`src/rtl/core/skh_pkg.sv`:
```
// Package for the streaming key hash: stage interface type, tail codes and
// the round, tail and avalanche functions. No dependencies.
package skh_pkg;

    localparam int unsigned HashWidth = 32;

    typedef logic [HashWidth-1:0] hash_t;

    // Byte count of a word that ends the key short of four bytes
    typedef logic [1:0] tail_code_t;
    localparam tail_code_t TAIL_NONE  = 2'd0;
    localparam tail_code_t TAIL_ONE   = 2'd1;
    localparam tail_code_t TAIL_TWO   = 2'd2;
    localparam tail_code_t TAIL_THREE = 2'd3;

    // Finished-key hash handed from the accumulate stage to the final stage
    typedef struct packed {
        logic  valid;
        hash_t hash;
    } skh_mid_t;

    function automatic hash_t mix_word(input hash_t h_in, input hash_t w);
        hash_t h;
        hash_t t;
        h = h_in + {16'd0, w[15:0]};
        t = {5'd0, w[31:16], 11'd0} ^ h;
        h = {h[15:0], 16'd0} ^ t;
        h = h + (h >> 11);
        return h;
    endfunction

    function automatic hash_t apply_tail(input hash_t h_in, input hash_t w,
                                         input tail_code_t n);
        hash_t h;
        hash_t ext;
        h   = h_in;
        ext = {{24{w[23]}}, w[23:16]};
        unique case (n)
            TAIL_THREE:
            begin
                h = h + {16'd0, w[15:0]};
                h = h ^ (h << 16);
                h = h ^ (ext << 18);
                h = h + (h >> 11);
            end
            TAIL_TWO:
            begin
                h = h + {16'd0, w[15:0]};
                h = h ^ (h << 11);
                h = h + (h >> 17);
            end
            TAIL_ONE:
            begin
                h = h + {24'd0, w[7:0]};
                h = h ^ (h << 10);
                h = h + (h >> 1);
            end
            TAIL_NONE:
            begin
                h = h_in;
            end
            default:
            begin
                h = h_in;
            end
        endcase
        return h;
    endfunction

    function automatic hash_t avalanche(input hash_t h_in);
        hash_t h;
        h = h_in;
        h = h ^ (h << 3);
        h = h + (h >> 5);
        h = h ^ (h << 4);
        h = h + (h >> 17);
        h = h ^ (h << 25);
        h = h + (h >> 6);
        return h;
    endfunction

endpackage

```
`src/rtl/core/skh_accum.sv`:
```
// Accumulate stage: input register, running hash, word round and tail.
// Depends on skh_pkg.
module skh_accum (
    input  logic               clk,
    input  logic               rst_n,
    input  logic               key_valid,
    output logic               key_ready,
    input  logic [31:0]        data_word,
    input  logic [2:0]         byte_count,
    input  logic               last_word,
    output skh_pkg::skh_mid_t  mid,
    input  logic               mid_ready
);

    logic                 s0_valid_reg, s0_valid_next;
    logic [31:0]          s0_data_reg;
    logic                 s0_full_reg;
    skh_pkg::tail_code_t  s0_tail_reg;
    logic                 s0_last_reg;
    skh_pkg::hash_t       run_hash_reg, run_hash_next;
    logic                 mid_valid_reg, mid_valid_next;
    skh_pkg::hash_t       mid_hash_reg;

    skh_pkg::hash_t       h_full;
    skh_pkg::hash_t       h_tail;
    logic                 emit;
    logic                 s1_free;
    logic                 s0_fire;
    logic                 load;

    always_comb
    begin
        h_full  = skh_pkg::mix_word(run_hash_reg, s0_data_reg);
        h_tail  = skh_pkg::apply_tail(run_hash_reg, s0_data_reg, s0_tail_reg);
        emit    = !s0_full_reg || s0_last_reg;
        s1_free = !mid_valid_reg || mid_ready;
        s0_fire = s0_valid_reg && (!emit || s1_free);
        key_ready = !s0_valid_reg || s0_fire;
        load    = key_valid && key_ready;
    end

    always_comb
    begin
        s0_valid_next = load ? 1'b1 : (s0_fire ? 1'b0 : s0_valid_reg);
        run_hash_next = run_hash_reg;
        if (s0_fire)
        begin
            run_hash_next = emit ? '0 : h_full;
        end
        if (s0_fire && emit)
        begin
            mid_valid_next = 1'b1;
        end
        else if (mid_ready)
        begin
            mid_valid_next = 1'b0;
        end
        else
        begin
            mid_valid_next = mid_valid_reg;
        end
    end

    always_ff @(posedge clk or negedge rst_n)
    begin
        if (!rst_n)
        begin
            s0_valid_reg  <= 1'b0;
            run_hash_reg  <= '0;
            mid_valid_reg <= 1'b0;
        end
        else
        begin
            s0_valid_reg  <= s0_valid_next;
            run_hash_reg  <= run_hash_next;
            mid_valid_reg <= mid_valid_next;
        end
    end

    // Payload registers: capture on accept, oversized counts act as four
    always_ff @(posedge clk)
    begin
        if (load)
        begin
            s0_data_reg <= data_word;
            s0_full_reg <= byte_count[2];
            s0_tail_reg <= byte_count[1:0];
            s0_last_reg <= last_word;
        end
        if (s0_fire && emit)
        begin
            mid_hash_reg <= s0_full_reg ? h_full : h_tail;
        end
    end

    assign mid.valid = mid_valid_reg;
    assign mid.hash  = mid_hash_reg;

endmodule

```
`src/rtl/core/skh_final.sv`:
```
// Final stage: avalanche of the finished key hash into the result register.
// Depends on skh_pkg.
module skh_final (
    input  logic               clk,
    input  logic               rst_n,
    input  skh_pkg::skh_mid_t  mid,
    output logic               mid_ready,
    output logic               hash_valid,
    input  logic               hash_ready,
    output logic [31:0]        hash_value
);

    logic            hash_valid_reg, hash_valid_next;
    skh_pkg::hash_t  hash_value_reg;
    logic            out_free;
    logic            take;

    always_comb
    begin
        out_free  = !hash_valid_reg || hash_ready;
        mid_ready = out_free;
        take      = mid.valid && out_free;
        if (take)
        begin
            hash_valid_next = 1'b1;
        end
        else if (hash_ready)
        begin
            hash_valid_next = 1'b0;
        end
        else
        begin
            hash_valid_next = hash_valid_reg;
        end
    end

    always_ff @(posedge clk or negedge rst_n)
    begin
        if (!rst_n)
        begin
            hash_valid_reg <= 1'b0;
        end
        else
        begin
            hash_valid_reg <= hash_valid_next;
        end
    end

    always_ff @(posedge clk)
    begin
        if (take)
        begin
            hash_value_reg <= skh_pkg::avalanche(mid.hash);
        end
    end

    assign hash_valid = hash_valid_reg;
    assign hash_value = hash_value_reg;

endmodule

```
`src/rtl/core/superfast_key_hash.sv`:
```
// Top level of the streaming key hash: accumulate stage and final stage.
// Depends on skh_pkg, skh_accum and skh_final.
//
// Usage: a key enters on the key channel (key_valid/key_ready) four bytes a
// word, little-endian, first byte in data_word[7:0]. byte_count gives the
// valid bytes (counts above four act as four); a word with fewer than four
// bytes, or any word with last_word set, ends the key. The finished hash
// leaves on the hash channel (hash_valid/hash_ready), one word per key; the
// hash of an empty key is zero. Words that do not end the key give no
// result. The running hash starts at zero after reset and after every key.
//
// Throughput is one word per cycle while the finished-hash register can take
// a key-ending word: the input register feeds the round or tail logic, which
// updates the running hash in the same cycle, so the next word of the key
// follows directly. Toward hash_valid, a word passes the input register,
// the finished-hash register, then the avalanche into the result register.
//
// Reset empties every stage and clears the running hash. When the receiver
// stalls, the result register holds, the finished-hash register fills next,
// and words that do not end a key keep flowing until a key-ending word has
// nowhere to go; key_ready then drops until hash_ready frees a stage.
module superfast_key_hash (
    input  logic        clk,
    input  logic        rst_n,
    input  logic        key_valid,
    output logic        key_ready,
    input  logic [31:0] data_word,
    input  logic [2:0]  byte_count,
    input  logic        last_word,
    output logic        hash_valid,
    input  logic        hash_ready,
    output logic [31:0] hash_value
);

    skh_pkg::skh_mid_t mid;
    logic              mid_ready;

    skh_accum u_accum (
        .clk        (clk),
        .rst_n      (rst_n),
        .key_valid  (key_valid),
        .key_ready  (key_ready),
        .data_word  (data_word),
        .byte_count (byte_count),
        .last_word  (last_word),
        .mid        (mid),
        .mid_ready  (mid_ready)
    );

    skh_final u_final (
        .clk        (clk),
        .rst_n      (rst_n),
        .mid        (mid),
        .mid_ready  (mid_ready),
        .hash_valid (hash_valid),
        .hash_ready (hash_ready),
        .hash_value (hash_value)
    );

    // A finished hash waiting between the stages holds until taken
    a_mid_hold: assert property (@(posedge clk) disable iff (!rst_n)
        mid.valid && !mid_ready |=> mid.valid && $stable(mid.hash))
        else $error("finished hash changed while stalled");

    // With the middle stage empty, the input side can never be blocked
    a_ready_when_empty: assert property (@(posedge clk) disable iff (!rst_n)
        !mid.valid |-> key_ready)
        else $error("key_ready low with an empty middle stage");

    // A result appears only after a finished hash was waiting to move
    a_result_source: assert property (@(posedge clk) disable iff (!rst_n)
        $rose(hash_valid) |-> $past(mid.valid && mid_ready))
        else $error("result appeared without a finished hash");

endmodule
```
`config.mk`:
```
export PLATFORM = sky130hd
export DESIGN_NAME = superfast_key_hash
export DESIGN_NICKNAME = d
export VERILOG_FILES = /design/src/rtl/core/skh_pkg.sv /design/src/rtl/core/skh_accum.sv /design/src/rtl/core/skh_final.sv /design/src/rtl/core/superfast_key_hash.sv
export SDC_FILE = /design/constraint.sdc
export NUM_CORES = 1
export LEC_CHECK = 0
export ABC_AREA = 1
export BUFFER_PORTS_ARGS = -buffer_cell sky130_fd_sc_hd__buf_2
export CORE_MARGIN = 2
export CORE_UTILIZATION = 35
export CTS_CLUSTER_DIAMETER = 60
export CTS_CLUSTER_SIZE = 40
export DETAILED_ROUTE_END_ITERATION = 7
export SYNTH_ARGS = -nofsm -noshare
export SYNTH_HDL_FRONTEND = slang
export SYNTH_SLANG_ARGS = --single-unit
```
`constraint.sdc`:
```
create_clock -name clk -period 5.75 [get_ports clk]
set_clock_uncertainty 0.05 [all_clocks]
set_input_delay 0.575 -clock clk [delete_from_list [all_inputs] [get_ports clk]]
set_output_delay 0.575 -clock clk [all_outputs]
set_load 0.01 [all_outputs]
```
==> flow_summary.toml, run 1 <==
[outcome]
run_status = "finished with violations"
failed_checks = "negative setup slack"

[logic_synthesis]
yosys_most_used_dff = "edfxtp_1"
yosysTopAreaCellShare_pct = 16.2
synth_fa_ha_area_share_pct = 12.3
synth_simple_gate_area_share_pct = 30.4
post_syn_area_per_cell_um2 = 6.62
synth_top_area_cell = "edfxtp_1"
synth_edf_count = 100
synth_warnings = 0
postSynth.asyncResetShare_pct = 25.9
post-synth-top-count-cell = "nand2_1"
yosys_register_bits = 135
post_synth_mux_area_share_pct = 0
largest_family_of_logic_cells_by_synthesized_area = "simple AND/OR/NAND/NOR gates"
synth_xor_area_share_pct = 12.2
netlist_area_um2 = 18500
ys_top_cells_by_count = "nand2_1 (735), inv_1 (373), a21oi_1 (224), nor2_1 (216), nand3_1 (178)"
synth_compound_area_share_pct = 15.5
mappedNetlistNets = 3016
synth.top_cells.by_area = "edfxtp_1 (16%), nand2_1 (15%), ha_1 (11%)"
netlist_instances = 2798
yosysUniqueCellTypes = 64
synth_seq_area_share_pct = 20.9

[timing]
timing.final.hold_violations = 0
setup_slack_ns = -0.419
rsz_0062_raised_after_global_routing = "true"
slew_headroom_pct = 16.6
timing.hold.ws_ns = 0.115
max_freq_mhz = 162
timing_worst_slew_pin_value_ns = 1.25
layout_worst_path_cycle_share_pct = 107
drv_slew = 0
finalSetupViolCount = 19
min_period_ns = 6.17

[final_layout]
area.growth.synth_to_final_pct = 43.2
final.fill_count = 5150
antenna_cells = 0
post_route_cells_drive_above_1_share_pct = 33.0
finalNetCount = 3678

[clock_network]
tritoncts.num_buffers = 17
cts.clk_slew.worst_paths_ns = 0.08
clockRootBuffer = "clkbuf_16"
cts_buffer_depth = 2
cts_hold_buf = 0
clkLatencyLatePin_ns = 0.50
cts_sinks = 135
cts_tree = "yes"
h-tree-depth = 4

[global_route]
first_pass_grt_wire_length_um = 110000
number_of_antenna_violations_at_the_first_check_in_global_routing = 2
globalRouteOverflowTotal = 0
grt_pass1_vias = 19955
grt_usage_pct = 26.7
grt_max_degree = 38

[setup_path]
criticalPathCategory = "reg2reg"
start_kind = "register"
cp_data_arrival_time_ns = 6.37
kind_of_cell_adding_the_most_delay_to_the_critical_path = "simple AND/OR/NAND/NOR gates"
slowest_delay_ns = 0.48
cp.required_ns = 5.95
crit_path_max_fanout = 3
timing.critical_path.buf_inv = 5
worst_path_max_delay_cell = "edfxtp_1"
critical_path.reg2reg.startpoint = "u_accum.mid_hash_reg[5]$_DFFE_PP_"
cp-end-kind = "register"
rr_endpoint = "u_final.hash_value[31]$_DFFE_PP_"
timing.reg2reg.setup_slack_ns = -0.42
crit_top_cell = "nand2_1"
cell_count_of_the_worst_reg_to_reg_path = 46

[hold_path]
worstHoldPathType = "in2async"

[floorplanning]
num_rows = 84
vertical_extent_of_the_die_um = 234
initial_util_pct = 35.3
fp.dieArea_um2 = 54800
chipWidth_um = 234
floorplan.core_area_um2 = 52400
design.portCount = 74

[routing]
routed_wire_length_per_instance_um = 17.9
final_antenna_net_count = 0
via_per_inst = 5.12
detailroute.via_count = 21318
drc_errors = 0
dr.pass1.iters = 6
drt_first_iter_violations = 1624
routed_wl_um = 74500

[placement]
place.port_buffers = 73
globalplace.congestion = 1.07
detailed_place_hpwl_um = 61300

[run]
drv.max_cap_violation_count = 0
per-stage QoR:
step	worst slack, ns	std cells	instance area [um2]	utilization (%)	TNS (ns)
CTS	-0.297	4119	24900	47.6	-3.70
detailed placement	-0.536	4026	23500	44.8	-10.68
global route	-0.875	4161	26500	50.6	-15.10
global placement	-0.373	4026	23500	44.8	-7.18
floorplan	-0.0226	2798	18700	-	-0.0364
finish	-0.419	4161	26500	50.6	-5.14
how the worst max path moves through the flow:
stage	cells after the start	from	slack, ns	end
floorplan	48	u_accum.mid_hash_reg[6]$_DFFE_PP_	-0.02	u_final.hash_value[29]$_DFFE_PP_
global placement	44	u_accum.mid_hash_reg[7]$_DFFE_PP_	-0.37	u_final.hash_value[27]$_DFFE_PP_
detailed placement	44	u_accum.mid_hash_reg[7]$_DFFE_PP_	-0.54	u_final.hash_value[27]$_DFFE_PP_
CTS	45	u_accum.mid_hash_reg[7]$_DFFE_PP_	-0.30	u_final.hash_value[28]$_DFFE_PP_
global route	49	u_accum.mid_hash_reg[12]$_DFFE_PP_	-0.87	u_final.hash_value[31]$_DFFE_PP_
finish	46	u_accum.mid_hash_reg[5]$_DFFE_PP_	-0.42	u_final.hash_value[31]$_DFFE_PP_
logic make-up after synthesis:
group / after synthesis
buffers and inverters: 425
AO/OA/AOI/OAI: 506
flip-flops: 135
XOR/XNOR: 249
adder cells (fa/ha/maj): 178
AND/OR/NAND/NOR: 1305
area by class of cell:
type	instances	area (um2)	area share, %
inverter	400	1500	5.67
clock buffer	17	425	1.60
clock inverter	15	131	0.495
timing repair buffer	668	4930	18.6
multi-input combinational	2238	14800	55.8
sequential	135	3880	14.6
tap	688	861	3.24
routing by layer:
metal  share of wire [%]  wire length [um]  vias to the layer above  global-route usage (%)
li1                    -                 -                    10576                       -
met1                  40             29500                     9746                    31.0
met2                  48             35800                      765                    46.9
met3                 5.7              4260                      229                    3.54
met4                 6.6              4940                        2                    15.6
met5               0.013                10                        -                       0
placed cells by master (no fill, tap or decap), types with 15 or more instances in the layout:
cell type and instances:
o21ai_0 107, nand2_1 650, nor2_1 185, a21oi_1 189, dfrtp_1 34, nand3_1 149
or2_2 15, nand3_2 32, buf_2 73, ha_4 26, buf_6 25, nor3_1 22
inv_2 33, nand2_2 113, ha_1 138, xnor2_1 59, nor2_4 15, edfxtp_1 100
nor2_2 38, xor2_2 26, o22ai_1 30, o21ai_2 21, clkbuf_16 17, nand4_1 37
a21oi_2 32, buf_4 570, inv_1 361, nand2_4 17, xor2_1 149, o21ai_1 19
repair_timing:
item / in CTS / in global routing
pin swaps: 79 / 172
buffers inserted: 62 / 46
endpoints found under the setup margin: 42 / 58
resized for setup: 95 / 296
hold endpoints to repair: 0 / 0
worst register-to-register path: cells and delay by family, from the launching register on:
family | cells | cell delay (ns)
xor gates and xnor gates | 3 | 0.57
and+or+nand+nor | 27 | 2.33
buffers and inverters | 5 | 0.57
AOI/OAI and AO/OA | 7 | 0.79
adders and majority gates | 4 | 1.14
DFF | 1 | 0.48
Power of run 1 is not shown: default switching activity piles up to over one toggle a cycle in this logic, so the estimate is an artifact.
==> inputs of run 2 (changes only) <==
--- a/config.mk
+++ b/config.mk
@@ -12,6 +12,7 @@
 export CTS_CLUSTER_DIAMETER = 60
 export CTS_CLUSTER_SIZE = 40
 export DETAILED_ROUTE_END_ITERATION = 7
+export GPL_TIMING_DRIVEN = 0
 export SYNTH_ARGS = -nofsm -noshare
 export SYNTH_HDL_FRONTEND = slang
 export SYNTH_SLANG_ARGS = --single-unit
==> run 2 against run 1 <==
The run still ends with negative setup slack left. First-iteration DRC count is 13% higher. Via count is 5.0% lower. Sequential share of layout area is 1.2 points higher. Sequential cell count stayed put. Global-route usage is 1.2 points lower. Routed wire length is 2.8% lower. Worst setup slack worse by 0.28 ns. Clock-buffer cell count is 4 higher.
==> flow_summary.toml, run 2 (synthesis gave the netlist of run 1 again) <==
[outcome]
run_status = "finished with violations"
failed_checks = "negative setup slack"

[final_layout]
antenna_cells = 0
mostFrequentLayoutCells = "nand2_1 (638), inv_1 (359), buf_4 (187)"
layout.cells.most_common = "nand2_1"
post_route_cells_drive_above_1_share_pct = 26.7
stdcell_area_um2 = 24600
area.growth.synth_to_final_pct = 32.5
finalNetCount = 3308

[setup_path]
critical_path.reg2reg.startpoint = "u_accum.mid_hash_reg[9]$_DFFE_PP_"
slowest_delay_ns = 0.51
timing.reg2reg.setup_slack_ns = -0.70
crit_path_max_fanout = 4
cp_data_arrival_time_ns = 6.64
cp.required_ns = 5.94
cp-end-kind = "register"
worst_path_max_delay_cell = "edfxtp_1"
crit_top_cell = "nand2_2"
cell_count_of_the_worst_reg_to_reg_path = 50
rr_endpoint = "u_final.hash_value[31]$_DFFE_PP_"
criticalPathCategory = "reg2reg"
start_kind = "register"

[placement]
place.port_buffers = 73
globalplace.congestion = 1.04
detailed_place_hpwl_um = 56200
detailed_place.area_um2 = 19900

[floorplanning]
num_rows = 84
vertical_extent_of_the_die_um = 234
fp.dieArea_um2 = 54800
chipWidth_um = 234
floorplan.core_area_um2 = 52400
initial_util_pct = 35.3
design.portCount = 74

[timing]
min_period_ns = 6.45
layout_worst_path_cycle_share_pct = 112
max_freq_mhz = 155
slew_headroom_pct = 22.0
rsz_0062_raised_after_global_routing = "true"
timing_worst_slew_pin_value_ns = 1.17
timing.final.hold_violations = 0
setup_total_negative_slack_ns = -10.75
drv_slew = 0
finalSetupViolCount = 22
setup_slack_ns = -0.699

[clock_network]
cts.clk_slew.worst_paths_ns = 0.07
clkLatencyLatePin_ns = 0.49
cts_tree = "yes"
h-tree-depth = 4
tritoncts.num_buffers = 17
clockRootBuffer = "clkbuf_16"
cts_sinks = 135
cts_buffer_depth = 2

[routing]
drc_errors = 0
dr.pass1.iters = 6
via_per_inst = 5.34
detailroute.via_count = 20247
final_antenna_net_count = 0
routed_wl_um = 72400
routed_wire_length_per_instance_um = 19.1
drt_first_iter_violations = 1832

[global_route]
grt_usage_pct = 25.5
globalRouteOverflowTotal = 0
number_of_antenna_violations_at_the_first_check_in_global_routing = 1
first_pass_grt_wire_length_um = 105000
grt_pass1_vias = 18703
grt_max_degree = 36

[run]
drv.max_cap_violation_count = 0

[hold_path]
worstHoldPathType = "in2async"
==> run 2: worst max-delay path: cells and delay by family, from the launching register on <==
family / cells / cell delay, ns
simple gates: 31 / 2.74
compound gates: 10 / 1.32
fa+ha+maj: 3 / 0.77
flops: 1 / 0.51
buf+inv: 4 / 0.44
xor+xnor: 2 / 0.38
==> run 2: worst max-delay path by stage <==
stage,start,end,slack (ns),cells past startpoint
final,u_accum.mid_hash_reg[9]$_DFFE_PP_,u_final.hash_value[31]$_DFFE_PP_,-0.70,50
after CTS,u_accum.mid_hash_reg[14]$_DFFE_PP_,u_final.hash_value[24]$_DFFE_PP_,-0.29,44
after global placement,u_accum.run_hash_reg[0]$_DFFE_PN0P_,u_accum.mid_hash_reg[28]$_DFFE_PP_,-1.61,26
after global routing,u_accum.mid_hash_reg[9]$_DFFE_PP_,u_final.hash_value[31]$_DFFE_PP_,-1.04,50
after detailed placement,u_accum.run_hash_reg[0]$_DFFE_PN0P_,u_accum.mid_hash_reg[28]$_DFFE_PP_,-1.53,26
after floorplan,u_accum.mid_hash_reg[6]$_DFFE_PP_,u_final.hash_value[29]$_DFFE_PP_,-0.02,48
==> run 2: final cells by class <==
type                    instances  area (um2)
repair buffers                274        1950
plain buffers                  24        97.6
inverters                     400        1510
flip-flops and latches        135        3880
well taps                     688         861
clock inverters                11         131
clock buffers                  21         440
multi-input cells            2238       15700
fillers                      5119       27900
==> run 2: timing repair <==
item,4_1_cts,5_1_grt
setup buffers,117,85
pin swaps,119,179
gates resized for setup,261,259
endpoints found under the setup margin,63,49
hold buffers,0,0
==> run 2: through the flow <==
| stage | setup slack, ns | utilization (%) | std cells | hold slack (ns) |
|---|---|---|---|---|
| final | -0.699 | 46.8 | 3791 | 0.158 |
| after global routing | -1.04 | 46.8 | 3791 | 0.197 |
| after CTS | -0.286 | 43.3 | 3708 | 0.165 |
| after detailed placement | -1.53 | 38.0 | 3560 | 0.453 |
| after global placement | -1.61 | 37.9 | 3559 | 0.411 |
| after floorplan | -0.0226 | - | 2798 | 0.229 |
==> run 2: routing by layer <==
metal / track usage [%] / up-vias / wire, um
li1: - / 9815 / -
met1: 30.4 / 9425 / 28800
met2: 42.5 / 777 / 33900
met3: 3.96 / 230 / 4640
met4: 16.7 / 0 / 5100
met5: 0 / - / 0
Power of run 2 is left out for the same reason.
